==> config.mk <==
export PLATFORM = sky130hd
export DESIGN_NAME = segment_interpolator_ramped_timing_unit_flat
export DESIGN_NICKNAME = d
export VERILOG_FILES = /design/src/design/sirt_pkg.sv /design/src/design/sirt_if.sv /design/src/design/sirt_front.sv /design/src/design/sirt_back.sv /design/src/design/segment_interpolator_ramped_timing_unit.sv /design/src/flat_wrapper.sv
export SDC_FILE = /design/constraint.sdc
export NUM_CORES = 2
export LEC_CHECK = 0
export BUFFER_PORTS_ARGS = -buffer_cell sky130_fd_sc_hd__buf_2
export CORE_MARGIN = 3
export CORE_UTILIZATION = 58
export CTS_CLUSTER_DIAMETER = 150
export CTS_CLUSTER_SIZE = 8
export DETAILED_ROUTE_END_ITERATION = 6
export PLACE_DENSITY_LB_ADDON = 0.15
export SETUP_SLACK_MARGIN = 0.05
export SLEW_MARGIN = 5
export SYNTH_ARGS = -nofsm -noshare
export SYNTH_HDL_FRONTEND = slang
export SYNTH_SLANG_ARGS = --single-unit
export TNS_END_PERCENT = 5
==> constraint.sdc <==
create_clock -name clk -period 42.6 [get_ports clk]
set_input_delay 0 -clock clk [delete_from_list [all_inputs] [get_ports clk]]
set_output_delay 0 -clock clk [all_outputs]
set_load 0.03 [all_outputs]
==> src/design/sirt_pkg.sv <==
// Package for the segment interpolator: widths, command and result codes,
// point timing function. No dependencies.
package sirt_pkg;
  localparam int AXES = 6;
  localparam int VAL_W = 32;
  localparam int TICK_W = 16;
  localparam int DIFF_W = 33;
  localparam int RAMP_TICKS = 12;
  localparam int MIN_POINTS = 6;

  localparam logic [1:0] CMD_LOAD  = 2'd0;
  localparam logic [1:0] CMD_START = 2'd1;
  localparam logic [1:0] CMD_NEXT  = 2'd2;
  localparam logic [1:0] CMD_FORCE = 2'd3;

  localparam logic [1:0] KIND_POINT = 2'd0;
  localparam logic [1:0] KIND_IDLE  = 2'd1;
  localparam logic [1:0] KIND_FORCE = 2'd2;

  localparam logic CFG_FORCE_LIMIT = 1'b0;
  localparam logic CFG_SERVO_STEPS = 1'b1;

  typedef logic signed [VAL_W-1:0] val_t;
  typedef val_t [AXES-1:0] axes_t;

  typedef struct packed {
    logic [1:0]        command;
    logic [TICK_W-1:0] duration_ticks;
    axes_t             value;
  } in_word_t;

  typedef struct packed {
    logic [1:0]  kind;
    logic [2:0]  point_ticks;
    logic [9:0]  point_servo_steps;
    axes_t       axis_out;
    logic        last_point;
  } out_word_t;

  function automatic logic [2:0] ticks_for(input logic [TICK_W-1:0] k,
                                           input logic [TICK_W-1:0] n);
    logic [TICK_W-1:0] r;
    r = n - k;
    if (k == 0 || r == 1) return 3'd4;
    if (k == 1 || r == 2) return 3'd3;
    if (k == 2 || r == 3) return 3'd2;
    return 3'd1;
  endfunction
endpackage

==> src/design/sirt_if.sv <==
// Valid/ready channel carrying one word of type T.
// The payload type T is a parameter; the interface imports no package.
interface sirt_if #(parameter type T = logic);
  logic valid;
  logic ready;
  T     data;
  modport source (output valid, output data, input ready);
  modport sink (input valid, input data, output ready);
endinterface

==> src/design/sirt_front.sv <==
// Front end: takes input words, handles load and force check at once,
// queues start and next for the back end. Depends on sirt_pkg.
module sirt_front (
  input  logic                     clk,
  input  logic                     rst_n,
  input  logic                     in_valid,
  output logic                     in_ready,
  input  sirt_pkg::in_word_t       in_data,
  input  logic [14:0]              force_limit,
  output logic                     fq_valid,
  input  logic                     fq_ready,
  output sirt_pkg::in_word_t       fq_data,
  output logic                     fr_valid,
  input  logic                     fr_ready
);
  import sirt_pkg::*;
  // two-entry queue towards the back end
  in_word_t q_r [2];
  logic [1:0] cnt_r, cnt_nxt;
  logic rd_r, rd_nxt, wr_r, wr_nxt;
  logic fr_pend_r, fr_pend_nxt;
  logic danger;
  logic push, pop, acc;

  always_comb begin
    logic [31:0] mag;
    danger = 1'b0;
    for (int i = 0; i < AXES; i++) begin
      mag = in_data.value[i][31] ? 32'(-in_data.value[i]) : in_data.value[i];
      if ({1'b0, mag} > {2'b0, force_limit, 16'd0}) danger = 1'b1;
    end
  end

  // load and force check wait for the queue to drain so they order after
  // earlier starts and nexts
  always_comb begin
    unique case (in_data.command)
      CMD_LOAD:  in_ready = (cnt_r == 2'd0);
      CMD_FORCE: in_ready = (cnt_r == 2'd0) && !fr_pend_r;
      default:   in_ready = (cnt_r != 2'd2);
    endcase
  end

  assign acc  = in_valid && in_ready;
  assign push = acc && (in_data.command == CMD_START || in_data.command == CMD_NEXT);
  assign pop  = fq_valid && fq_ready;
  assign fq_valid = (cnt_r != 2'd0);
  assign fq_data  = q_r[rd_r];
  assign fr_valid = fr_pend_r;

  always_comb begin
    cnt_nxt = cnt_r + {1'b0, push} - {1'b0, pop};
    rd_nxt  = pop ? ~rd_r : rd_r;
    wr_nxt  = push ? ~wr_r : wr_r;
    fr_pend_nxt = fr_pend_r;
    if (fr_valid && fr_ready) fr_pend_nxt = 1'b0;
    if (acc && in_data.command == CMD_FORCE && danger) fr_pend_nxt = 1'b1;
  end

  always_ff @(posedge clk) begin
    if (!rst_n) begin
      cnt_r <= '0; rd_r <= 1'b0; wr_r <= 1'b0; fr_pend_r <= 1'b0;
    end else begin
      cnt_r <= cnt_nxt; rd_r <= rd_nxt; wr_r <= wr_nxt; fr_pend_r <= fr_pend_nxt;
    end
    if (push) q_r[wr_r] <= in_data;
  end

`ifndef SYNTHESIS
  a_no_overflow: assert property (@(posedge clk) disable iff (!rst_n)
    !(cnt_r == 2'd2 && push)) else $error("queue overflow");
  a_no_underflow: assert property (@(posedge clk) disable iff (!rst_n)
    !(cnt_r == 2'd0 && pop)) else $error("queue underflow");
  a_force_flag: assert property (@(posedge clk) disable iff (!rst_n)
    acc && in_data.command == CMD_FORCE && danger |=> fr_pend_r)
    else $error("force flag lost");
`endif
endmodule

==> src/design/sirt_back.sv <==
// Back end: executes start/next, serial divider for the deltas, position
// accumulators, and the load and force results. Depends on sirt_pkg.
module sirt_back (
  input  logic                 clk,
  input  logic                 rst_n,
  input  logic                 fq_valid,
  output logic                 fq_ready,
  input  sirt_pkg::in_word_t   fq_data,
  input  logic                 ld_en,
  input  sirt_pkg::axes_t      ld_value,
  input  logic                 fr_valid,
  output logic                 fr_ready,
  input  logic [7:0]           servo_steps,
  output logic                 o_valid,
  input  logic                 o_ready,
  output sirt_pkg::out_word_t  o_data
);
  import sirt_pkg::*;
  localparam logic [1:0] ST_IDLE = 2'd0;
  localparam logic [1:0] ST_DIV  = 2'd1;
  localparam logic [1:0] ST_EMIT = 2'd2;

  logic [1:0] st_r;
  axes_t pos_r, delta_r;
  logic [TICK_W-1:0] idx_r, tot_r;
  logic active_r;
  logic ov_r;
  out_word_t od_r;
  // divider: restoring, one quotient bit per cycle, one axis at a time
  logic [2:0] ax_r;
  logic [5:0] bit_r;
  logic [DIFF_W-1:0] num_r, quo_r;
  logic [DIFF_W:0] rem_r;
  logic neg_r;
  logic [TICK_W-1:0] n_val;
  logic [TICK_W:0] tk;
  logic [DIFF_W-1:0] diff_mag;
  logic signed [DIFF_W-1:0] diff_s;
  logic [DIFF_W:0] trial;

  assign tk = {1'b0, fq_data.duration_ticks} - (TICK_W+1)'(RAMP_TICKS);
  assign n_val = (tk[TICK_W] || tk[TICK_W-1:0] < TICK_W'(MIN_POINTS)) ?
                 TICK_W'(MIN_POINTS) : tk[TICK_W-1:0];
  assign diff_s = DIFF_W'(fq_data.value[ax_r]) - DIFF_W'(pos_r[ax_r]);
  assign diff_mag = diff_s[DIFF_W-1] ? DIFF_W'(-diff_s) : diff_s;
  assign trial = {rem_r[DIFF_W-1:0], num_r[DIFF_W-1]} - {{(DIFF_W-TICK_W+1){1'b0}}, tot_r};

  assign fq_ready = 1'b0 | (st_r == ST_EMIT && !ov_r);
  assign fr_ready = (st_r == ST_IDLE) && !ov_r;
  assign o_valid = ov_r;
  assign o_data = od_r;

  always_ff @(posedge clk) begin
    out_word_t w;
    logic [2:0] t;
    if (!rst_n) begin
      st_r <= ST_IDLE; ov_r <= 1'b0; active_r <= 1'b0;
      idx_r <= '0; tot_r <= '0; pos_r <= '0; delta_r <= '0;
      ax_r <= '0; bit_r <= '0;
    end else begin
      if (ov_r && o_ready) ov_r <= 1'b0;
      if (ld_en) pos_r <= ld_value;
      w = '0;
      unique case (st_r)
        ST_IDLE: begin
          if (!ov_r && fr_valid) begin
            w.kind = KIND_FORCE; od_r <= w; ov_r <= 1'b1;
          end else if (!ov_r && fq_valid) begin
            if (fq_data.command == CMD_START) begin
              tot_r <= n_val; idx_r <= '0; active_r <= 1'b1;
              ax_r <= '0; bit_r <= '0; st_r <= ST_DIV;
            end else st_r <= ST_EMIT;
          end
        end
        ST_DIV: begin
          if (bit_r == 6'd0) begin
            num_r <= diff_mag; neg_r <= diff_s[DIFF_W-1];
            rem_r <= '0; quo_r <= '0; bit_r <= 6'd1;
          end else begin
            num_r <= num_r << 1;
            if (!trial[DIFF_W]) begin
              rem_r <= trial; quo_r <= {quo_r[DIFF_W-2:0], 1'b1};
            end else begin
              rem_r <= {rem_r[DIFF_W-1:0], num_r[DIFF_W-1]};
              quo_r <= {quo_r[DIFF_W-2:0], 1'b0};
            end
            if (bit_r == 6'(DIFF_W)) begin
              bit_r <= '0;
              if (ax_r == 3'(AXES-1)) st_r <= ST_EMIT;
              else ax_r <= ax_r + 3'd1;
            end else bit_r <= bit_r + 6'd1;
          end
        end
        ST_EMIT: begin
          if (!ov_r) begin
            if (fq_data.command == CMD_START || (active_r && idx_r < tot_r)) begin
              t = ticks_for(idx_r, tot_r);
              w.kind = KIND_POINT;
              w.point_ticks = t;
              w.point_servo_steps = 10'({8'd0, servo_steps} * {13'd0, t});
              for (int i = 0; i < AXES; i++) begin
                w.axis_out[i] = pos_r[i] + delta_r[i];
                pos_r[i] <= pos_r[i] + delta_r[i];
              end
              w.last_point = (idx_r + 16'd1 == tot_r);
              idx_r <= idx_r + 16'd1;
            end else begin
              w.kind = KIND_IDLE; active_r <= 1'b0;
            end
            od_r <= w; ov_r <= 1'b1; st_r <= ST_IDLE;
          end
        end
        default: st_r <= ST_IDLE;
      endcase
      // store the finished quotient of the last bit step
      if (st_r == ST_DIV && bit_r == 6'(DIFF_W)) begin
        delta_r[ax_r] <= VAL_W'(neg_r ? -({quo_r[DIFF_W-2:0], !trial[DIFF_W]})
                                      : {quo_r[DIFF_W-2:0], !trial[DIFF_W]});
      end
    end
  end

`ifndef SYNTHESIS
  a_div_len: assert property (@(posedge clk) disable iff (!rst_n)
    st_r == ST_DIV |-> bit_r <= 6'(DIFF_W)) else $error("divider overrun");
  a_hold: assert property (@(posedge clk) disable iff (!rst_n)
    o_valid && !o_ready |=> o_valid && $stable(o_data)) else $error("result dropped");
  a_start_active: assert property (@(posedge clk) disable iff (!rst_n)
    st_r == ST_DIV |-> active_r) else $error("divide without segment");
`endif
endmodule

==> src/design/segment_interpolator_ramped_timing_unit.sv <==
// Top level of the six-axis segment interpolator: config registers,
// front end, back end. Depends on sirt_pkg, sirt_if, sirt_front, sirt_back.
//  channel | dir | words
//  in_     | in  | command, duration_ticks, value_0..5
//  out_    | out | kind, ticks, servo steps, axis_out_0..5, last_point
//  cfg_    | in  | force_limit (0), servo_steps_per_tick (1)
// Next emits one word; Start runs the divider for each of the 6 axes in turn, then emits one.
// Load and force check wait for queued moves to finish.
// Reset is synchronous; registers return to 100 and 5. The output register
// holds a word while out_ready is low; the front queue holds two moves.
module segment_interpolator_ramped_timing_unit (
  input  logic        clk,
  input  logic        rst_n,
  sirt_if.sink        in_ch,
  sirt_if.source      out_ch,
  input  logic        cfg_we,
  input  logic        cfg_index,
  input  logic [14:0] cfg_data
);
  import sirt_pkg::*;
  logic [14:0] lim_r;
  logic [7:0] sps_r;
  logic fq_valid, fq_ready, fr_valid, fr_ready, ld_en;
  in_word_t fq_data;

  always_ff @(posedge clk) begin
    if (!rst_n) begin
      lim_r <= 15'd100; sps_r <= 8'd5;
    end else if (cfg_we) begin
      unique case (cfg_index)
        CFG_FORCE_LIMIT: lim_r <= cfg_data;
        CFG_SERVO_STEPS: sps_r <= cfg_data[7:0];
        default: ;
      endcase
    end
  end

  assign ld_en = in_ch.valid && in_ch.ready && in_ch.data.command == CMD_LOAD;

  sirt_front u_front (
    .clk, .rst_n,
    .in_valid(in_ch.valid), .in_ready(in_ch.ready), .in_data(in_ch.data),
    .force_limit(lim_r),
    .fq_valid, .fq_ready, .fq_data, .fr_valid, .fr_ready
  );

  sirt_back u_back (
    .clk, .rst_n,
    .fq_valid, .fq_ready, .fq_data,
    .ld_en, .ld_value(in_ch.data.value),
    .fr_valid, .fr_ready, .servo_steps(sps_r),
    .o_valid(out_ch.valid), .o_ready(out_ch.ready), .o_data(out_ch.data)
  );
endmodule

==> src/flat_wrapper.sv <==
// flat-port wrapper written by rule: the top's interface ports become plain ports
module segment_interpolator_ramped_timing_unit_flat import sirt_pkg::*;
  (clk, rst_n, cfg_we, cfg_index, cfg_data, in_ch_valid, in_ch_data, in_ch_ready, out_ch_valid, out_ch_data, out_ch_ready);
  sirt_if #(.T(in_word_t)) in_ch_i ();
  sirt_if #(.T(out_word_t)) out_ch_i ();
  input  logic clk;
  input  logic rst_n;
  input  logic cfg_we;
  input  logic cfg_index;
  input  logic [14:0] cfg_data;
  input wire logic [$bits(in_ch_i.valid)-1:0] in_ch_valid;
  input wire logic [$bits(in_ch_i.data)-1:0] in_ch_data;
  output wire logic [$bits(in_ch_i.ready)-1:0] in_ch_ready;
  output wire logic [$bits(out_ch_i.valid)-1:0] out_ch_valid;
  output wire logic [$bits(out_ch_i.data)-1:0] out_ch_data;
  input wire logic [$bits(out_ch_i.ready)-1:0] out_ch_ready;
  assign in_ch_i.valid = in_ch_valid;
  assign in_ch_i.data = in_ch_data;
  assign in_ch_ready = in_ch_i.ready;
  assign out_ch_valid = out_ch_i.valid;
  assign out_ch_data = out_ch_i.data;
  assign out_ch_i.ready = out_ch_ready;
  segment_interpolator_ramped_timing_unit u_core (.clk(clk), .rst_n(rst_n), .in_ch(in_ch_i), .out_ch(out_ch_i), .cfg_we(cfg_we), .cfg_index(cfg_index), .cfg_data(cfg_data));
endmodule
Word level (Yosys, flattened, before mapping)
Memories as Yosys holds them, arrays and structs flattened. A register that Yosys moved wholly into a read port is not among the register bits.
Cells that the tools add are included.
- output and inout port bits: 210
- RAM bits: 420
- bits in registers: 763
- memories kept: 1
- input port bits: 231
- word-level logic and storage cells: 256
- add/subtract/negate cells: 23
- $lt $le $gt $ge: 10
- equal/unequal tests: 26
- multiply operators: 1
- bitwise gates (word level): 4
- reductions and logical operators: 45
- muxes and demuxes: 106
- memories (name ; words ; width ; rd ports ; clocked after memory_dff ; write ports ; line ; source):
    u_core.u_front.q_r ; 2 ; 210 ; 1 ; 1 ; 1 ; sirt_front.sv:18 ; in_word_t q_r [2];
- operators with widths (kind ; count):
    $mux W192 ; 4
    $mux W208 ; 2
    $pmux W208 S2 ; 1
    $mux W32 ; 10
    $neg A32 Y32 ; 7
    $mux W206 ; 1
    $add A32 B32 Y32 ; 6
    $bmux W32 S3 ; 2
    $bwmux W192 ; 1
    $gt A32 B31 Y1 ; 6
    $mux W33 ; 3
    $demux W32 S3 ; 1
    $mux W16 ; 6
    $eq A16 B2 Y1 const B ; 3
    $mux W3 ; 16
    $mux W1 ; 40
    $sub A34 B16 Y34 ; 1
    $neg A33 Y33 ; 1
    $sub A32 B32 Y33 ; 1
    $eq A16 B1 Y1 const B ; 2
    $pmux W16 S2 ; 1
    $mux W6 ; 5
    $reduce_and A6 Y1 ; 3
    $sub A16 B4 Y17 const B ; 1
    other kinds (35) ; 91

Depth between registers and ports, before layout
- depth in word-level cells: 30
- gate-level depth with buffers: 27

Hierarchy
A second synthesis with hierarchy kept.
- cell total of the unflattened synthesis: 6427
- area total of the unflattened synthesis: 66616.4 um2
- by module, submodules not included (module ; area an instance (um2) ; sequential area each (um2) ; instances ; cells each):
    sirt_back ; 45801.4 ; 17777.0 ; 1 ; 5032
    sirt_front ; 19854.0 ; 12732.2 ; 1 ; 1294
    segment_interpolator_ramped_timing_unit ; 960.9 ; 460.4 ; 1 ; 101

Worst setup path after synthesis
Ideal clock, no wire load.
- kind: reg2reg
- from: reg u_core.u_back.st_r[1]
- to: reg u_core.u_back.od_r (netlist bit u_core.u_back.o_data[0]), enable pin
- setup time: 1031 ps
- stages on the path, launching flop included: 4
- required time: 41569 ps
- arrival: 14678 ps
- setup slack: 26891 ps
- cells stage by stage: dfxtp_1 clkbuf_1 o21ai_0 nor3_1
- longest elaborated chain between the ends: 3
- elaborated cells on any way between the ends: 6
- RTL lines (what ; line ; source):
    from (decl) ; sirt_back.sv:23 ; logic [1:0] st_r;
    from (signal assigned) ; sirt_back.sv:57 ; st_r <= ST_IDLE; ov_r <= 1'b0; active_r <= 1'b0;
    from (signal assigned) ; sirt_back.sv:71 ; ax_r <= '0; bit_r <= '0; st_r <= ST_DIV;
    from (signal assigned) ; sirt_back.sv:72 ; end else st_r <= ST_EMIT;
    $eq A2 B2 Y1 or $logic_not A2 Y1 (tied branches) ; sirt_back.sv:64 ; unique case (st_r)
    $ne A2 B2 Y1 (no source line) (tied with other cells) ; - ;
    $reduce_and A4 Y1 (no source line) * ; - ;
    to (signal assigned) ; sirt_back.sv:67 ; w.kind = KIND_FORCE; od_r <= w; ov_r <= 1'b1;
    to (signal assigned) ; sirt_back.sv:110 ; od_r <= w; ov_r <= 1'b1; st_r <= ST_IDLE;
    to (decl) ; sirt_back.sv:28 ; out_word_t od_r;
Every way passes the cells marked *; elsewhere a longest branch is shown, timed or not.
A chain may end at the register's enable or synchronous reset.

==> results_dict.tcl <==
set metrics [dict create \
    dp.cells 7977 \
    die_area_sq_um 117000 \
    num_rows 122 \
    synth_edf_count 726 \
    crit_arrival_ns 7.74 \
    final_cell_mix "754 x nor2_1, 726 x edfxtp_1, 455 x dfxtp_1" \
    critPathSlowestCell "a2111oi_0" \
    via_count 55900 \
    r2r_cells 15 \
    num-fill-cells 8246 \
    final-seq-area_sq_um 31000 \
    cap_violations 0 \
    path_class "reg -> reg" \
    cts_made_buffers 165 \
    grt_pass1_wl_um 349000 \
    synth_warnings 0 \
    globalRoute.totalOverflow 0 \
    routedWlPerCell_um 28.1 \
    rrSetupSlack_ns 35.35 \
    hold_viol 0 \
    clock.fmax_mhz 138 \
    multi_input_area_sq_um 32800 \
    critical_path.max_fanout 41 \
    grt_usage 0.404 \
    grt_pass1_vias 53500 \
    layout_commonest_cell "nor2_1" \
    cts_tree "done" \
    syn_avg_cell_area_sq_um 10.4 \
    synth_seq_cells 1184 \
    hold_path_depth 2 \
    clk_latency_ns 0.79 \
    min_to "u_core.u_front.q_r[0][47]" \
    nets 7588 \
    die_h_um 342 \
    min_period_ns 7.25 \
    cts-root-buf "clkbuf_16" \
    synth_nets 6883 \
    die_width_um 342 \
    core_sq_um 111000 \
    post_cts_resized 0 \
    final_cells 8609 \
    viasPerCell 6.49 \
    slew_violations 0 \
    min-delay-start "in_ch_data[47]" \
    antenna_found_initial 22 \
    drc 0 \
    drive_above_1_share 0.144 \
    place.gp.congestion 1.01 \
    critical_path.top_delay_family "compound AO/OA/AOI/OAI gates" \
    clock_path_buffers 3 \
    initial_core_util 0.588 \
    final.setup.tns_ns 0 \
    relSlewSlack 0.134 \
    synthCells 6269 \
    clk_pin_slew_ns 0.06 \
    hp-class "in -> reg" \
    power_density_nw_per_um2 39.6 \
    cp_slowest_stage_delay_ns 0.87 \
    drt_pass1_iterations 7 \
    fin_skew_ns 0.0311 \
    peakVddDrop_mv 0.0410 \
    dp_slack_ns 35.03 \
    detail-route-antenna-nets 0 \
    yosysUniqueCellTypes 86 \
    grt_start_max_net_pins 98 \
    fin_total_pwr_uw 3060 \
    wl_um 242000 \
    rsz0062_at_grt "no" \
    rr_endpoint "u_core.u_back.num_r[31]" \
    crit_required_ns 43.09 \
    crit_path_start_kind "flip-flop" \
    first_iter_violations 7176 \
    htreeDepth 4 \
    ys.flop_type "edfxtp_1" \
    crit_chain "buf_4 > mux4_2 > a2111oi_0 > inv_1 > ha_1 > nor2b_1 > o31a_1 > o31ai_1 > a311oi_1 > nor4b_1 > nand2_1 > nor4_2 > a41oi_1 > xnor2_1 > o21ai_0" \
    outcome "finished clean" \
    tightest_slew_ns 1.27 \
    leakagePower_uw 0.0289 \
    port_buffers 440 \
    critical_path_buf_inv_count 2 \
    pin_count 441 \
    clock_sinks 1184 \
    fin_ws_ns 35.35 \
    cp-end-kind "flip-flop" \
    finalSetupViolCount 0 \
    fin_util 0.694 \
    yosysSeqAreaShare 0.473 \
    async_flop_share 0 \
    synthToLayoutAreaGrowth_pct 18.0 \
    period_share 0.170 \
    hpwl_um 174000 \
    syn_area_sq_um 65500 \
]
==> synth_stat cells (26+ instances only) <==
cell type,number,area share
mux4_2,77,0.026
nor2_1,764,0.044
a221oi_1,29,0.0039
o21bai_1,34,0.0039
mux2_2,175,0.030
nor4_1,53,0.0051
nand3_1,108,0.0083
dfxtp_1,458,0.14
o211ai_1,26,0.0030
nor2b_1,52,0.0050
and3_1,37,0.0035
mux2i_1,136,0.021
and2_1,79,0.0075
o31ai_1,41,0.0047
edfxtp_1,726,0.33
o21a_1,61,0.0070
xor2_1,163,0.022
xnor2_1,253,0.034
a21oi_1,351,0.027
inv_1,167,0.0096
nand4_1,52,0.0050
clkbuf_1,283,0.016
a22oi_1,54,0.0062
or3_1,54,0.0052
o21ai_0,295,0.023
a211oi_1,329,0.038
nand2b_1,58,0.0055
nor3_1,93,0.0071
or4_1,28,0.0032
nand2_1,380,0.022
ha_1,367,0.070
a21o_1,116,0.013
a31oi_1,38,0.0036
==> metrics by stage <==
| stage | hold slack, ns | area, sq um |
|---|---|---|
| after CTS | 0.00318 | 77200 |
| after floorplan | 0.0989 | 65500 |
| after detailed placement | 0.201 | 69200 |
| final | 0.0432 | 77200 |
| after global placement | 0.196 | 69200 |
| after global routing | 0.0268 | 77200 |
==> what timing repair did <==
item | CTS | global route
endpoints found under the hold margin | 687 | 0
hold buffers | 318 | 0
buffers inserted | 0 | 0
==> per-layer routing <==
layer,wire length [um],part of all wire,up-vias,track usage
met1,90400,0.37,27100,0.512
met3,23500,0.097,707,0.0761
met5,12,0.000050,-,0
li1,-,-,24900,-
met4,18200,0.075,2,0.256
met2,110000,0.45,3169,0.639
==> report_power, final <==
| group | total (uW) | switching, uW | internal [uW] |
|---|---|---|---|
| registers | 1320 | 41.3 | 1280 |
| logic | 487 | 310 | 177 |
| clock network | 1250 | 518 | 734 |
| total | 3060 | 870 | 2190 |
==> sequential cells by signal, summed over array words and instances, names as in the netlist, named ones only <==
| name | cells |
|---|---|
| u_core.u_back.tot_r | 16 |
| u_core.u_front.fr_valid | 1 |
| u_core.u_back.active_r | 1 |
| u_core.u_back.st_r | 2 |
| u_core.u_front.rd_r | 1 |
| u_core.u_back.rem_r | 33 |
| u_core.u_back.bit_r | 6 |
| u_core.u_front.cnt_r | 2 |
| u_core.u_back.pos_r | 192 |
| u_core.u_back.idx_r | 16 |
| u_core.u_back.o_data | 208 |
| u_core.u_back.num_r | 33 |
| u_core.sps_r | 8 |
| u_core.u_front.wr_r | 1 |
| u_core.u_front.q_r | 420 |
| u_core.u_back.neg_r | 1 |
| u_core.u_back.o_valid | 1 |
| u_core.lim_r | 15 |
| u_core.u_back.quo_r | 31 |
| u_core.u_back.delta_r | 192 |
| u_core.u_back.ax_r | 3 |
==> final cells by class <==
cell class,count,area share
antenna,6,0.000194
clock buffer,294,0.0600
clock inverter,14,0.00274
inverter,168,0.00826
multi-input combinational,4610,0.425
sequential,1184,0.401
tap,1488,0.0241
timing repair buffer,845,0.0782
==> worst max path at each step <==
stage,start,end,cells after the start
5_1_grt,flip-flop,u_core.u_back.num_r[31],15
2_1_floorplan,u_core.u_back.st_r[1],u_core.u_back.o_data[0],3
4_1_cts,flip-flop,u_core.u_back.num_r[31],15
3_5_place_dp,flip-flop,u_core.u_back.num_r[31],15
3_3_place_gp,flip-flop,u_core.u_back.num_r[31],15
6_report,flip-flop,u_core.u_back.num_r[31],15
==> logic make-up after synthesis <==
kind of cell               synth area share
AOI/OAI and AO/OA                     0.160
xor gates and xnor gates             0.0557
muxes                                0.0774
buffers and inverters                0.0273
adders and majority gates            0.0750
and+or+nand+nor                       0.131
DFF                                   0.473
(Power assumes the default switching activity.)
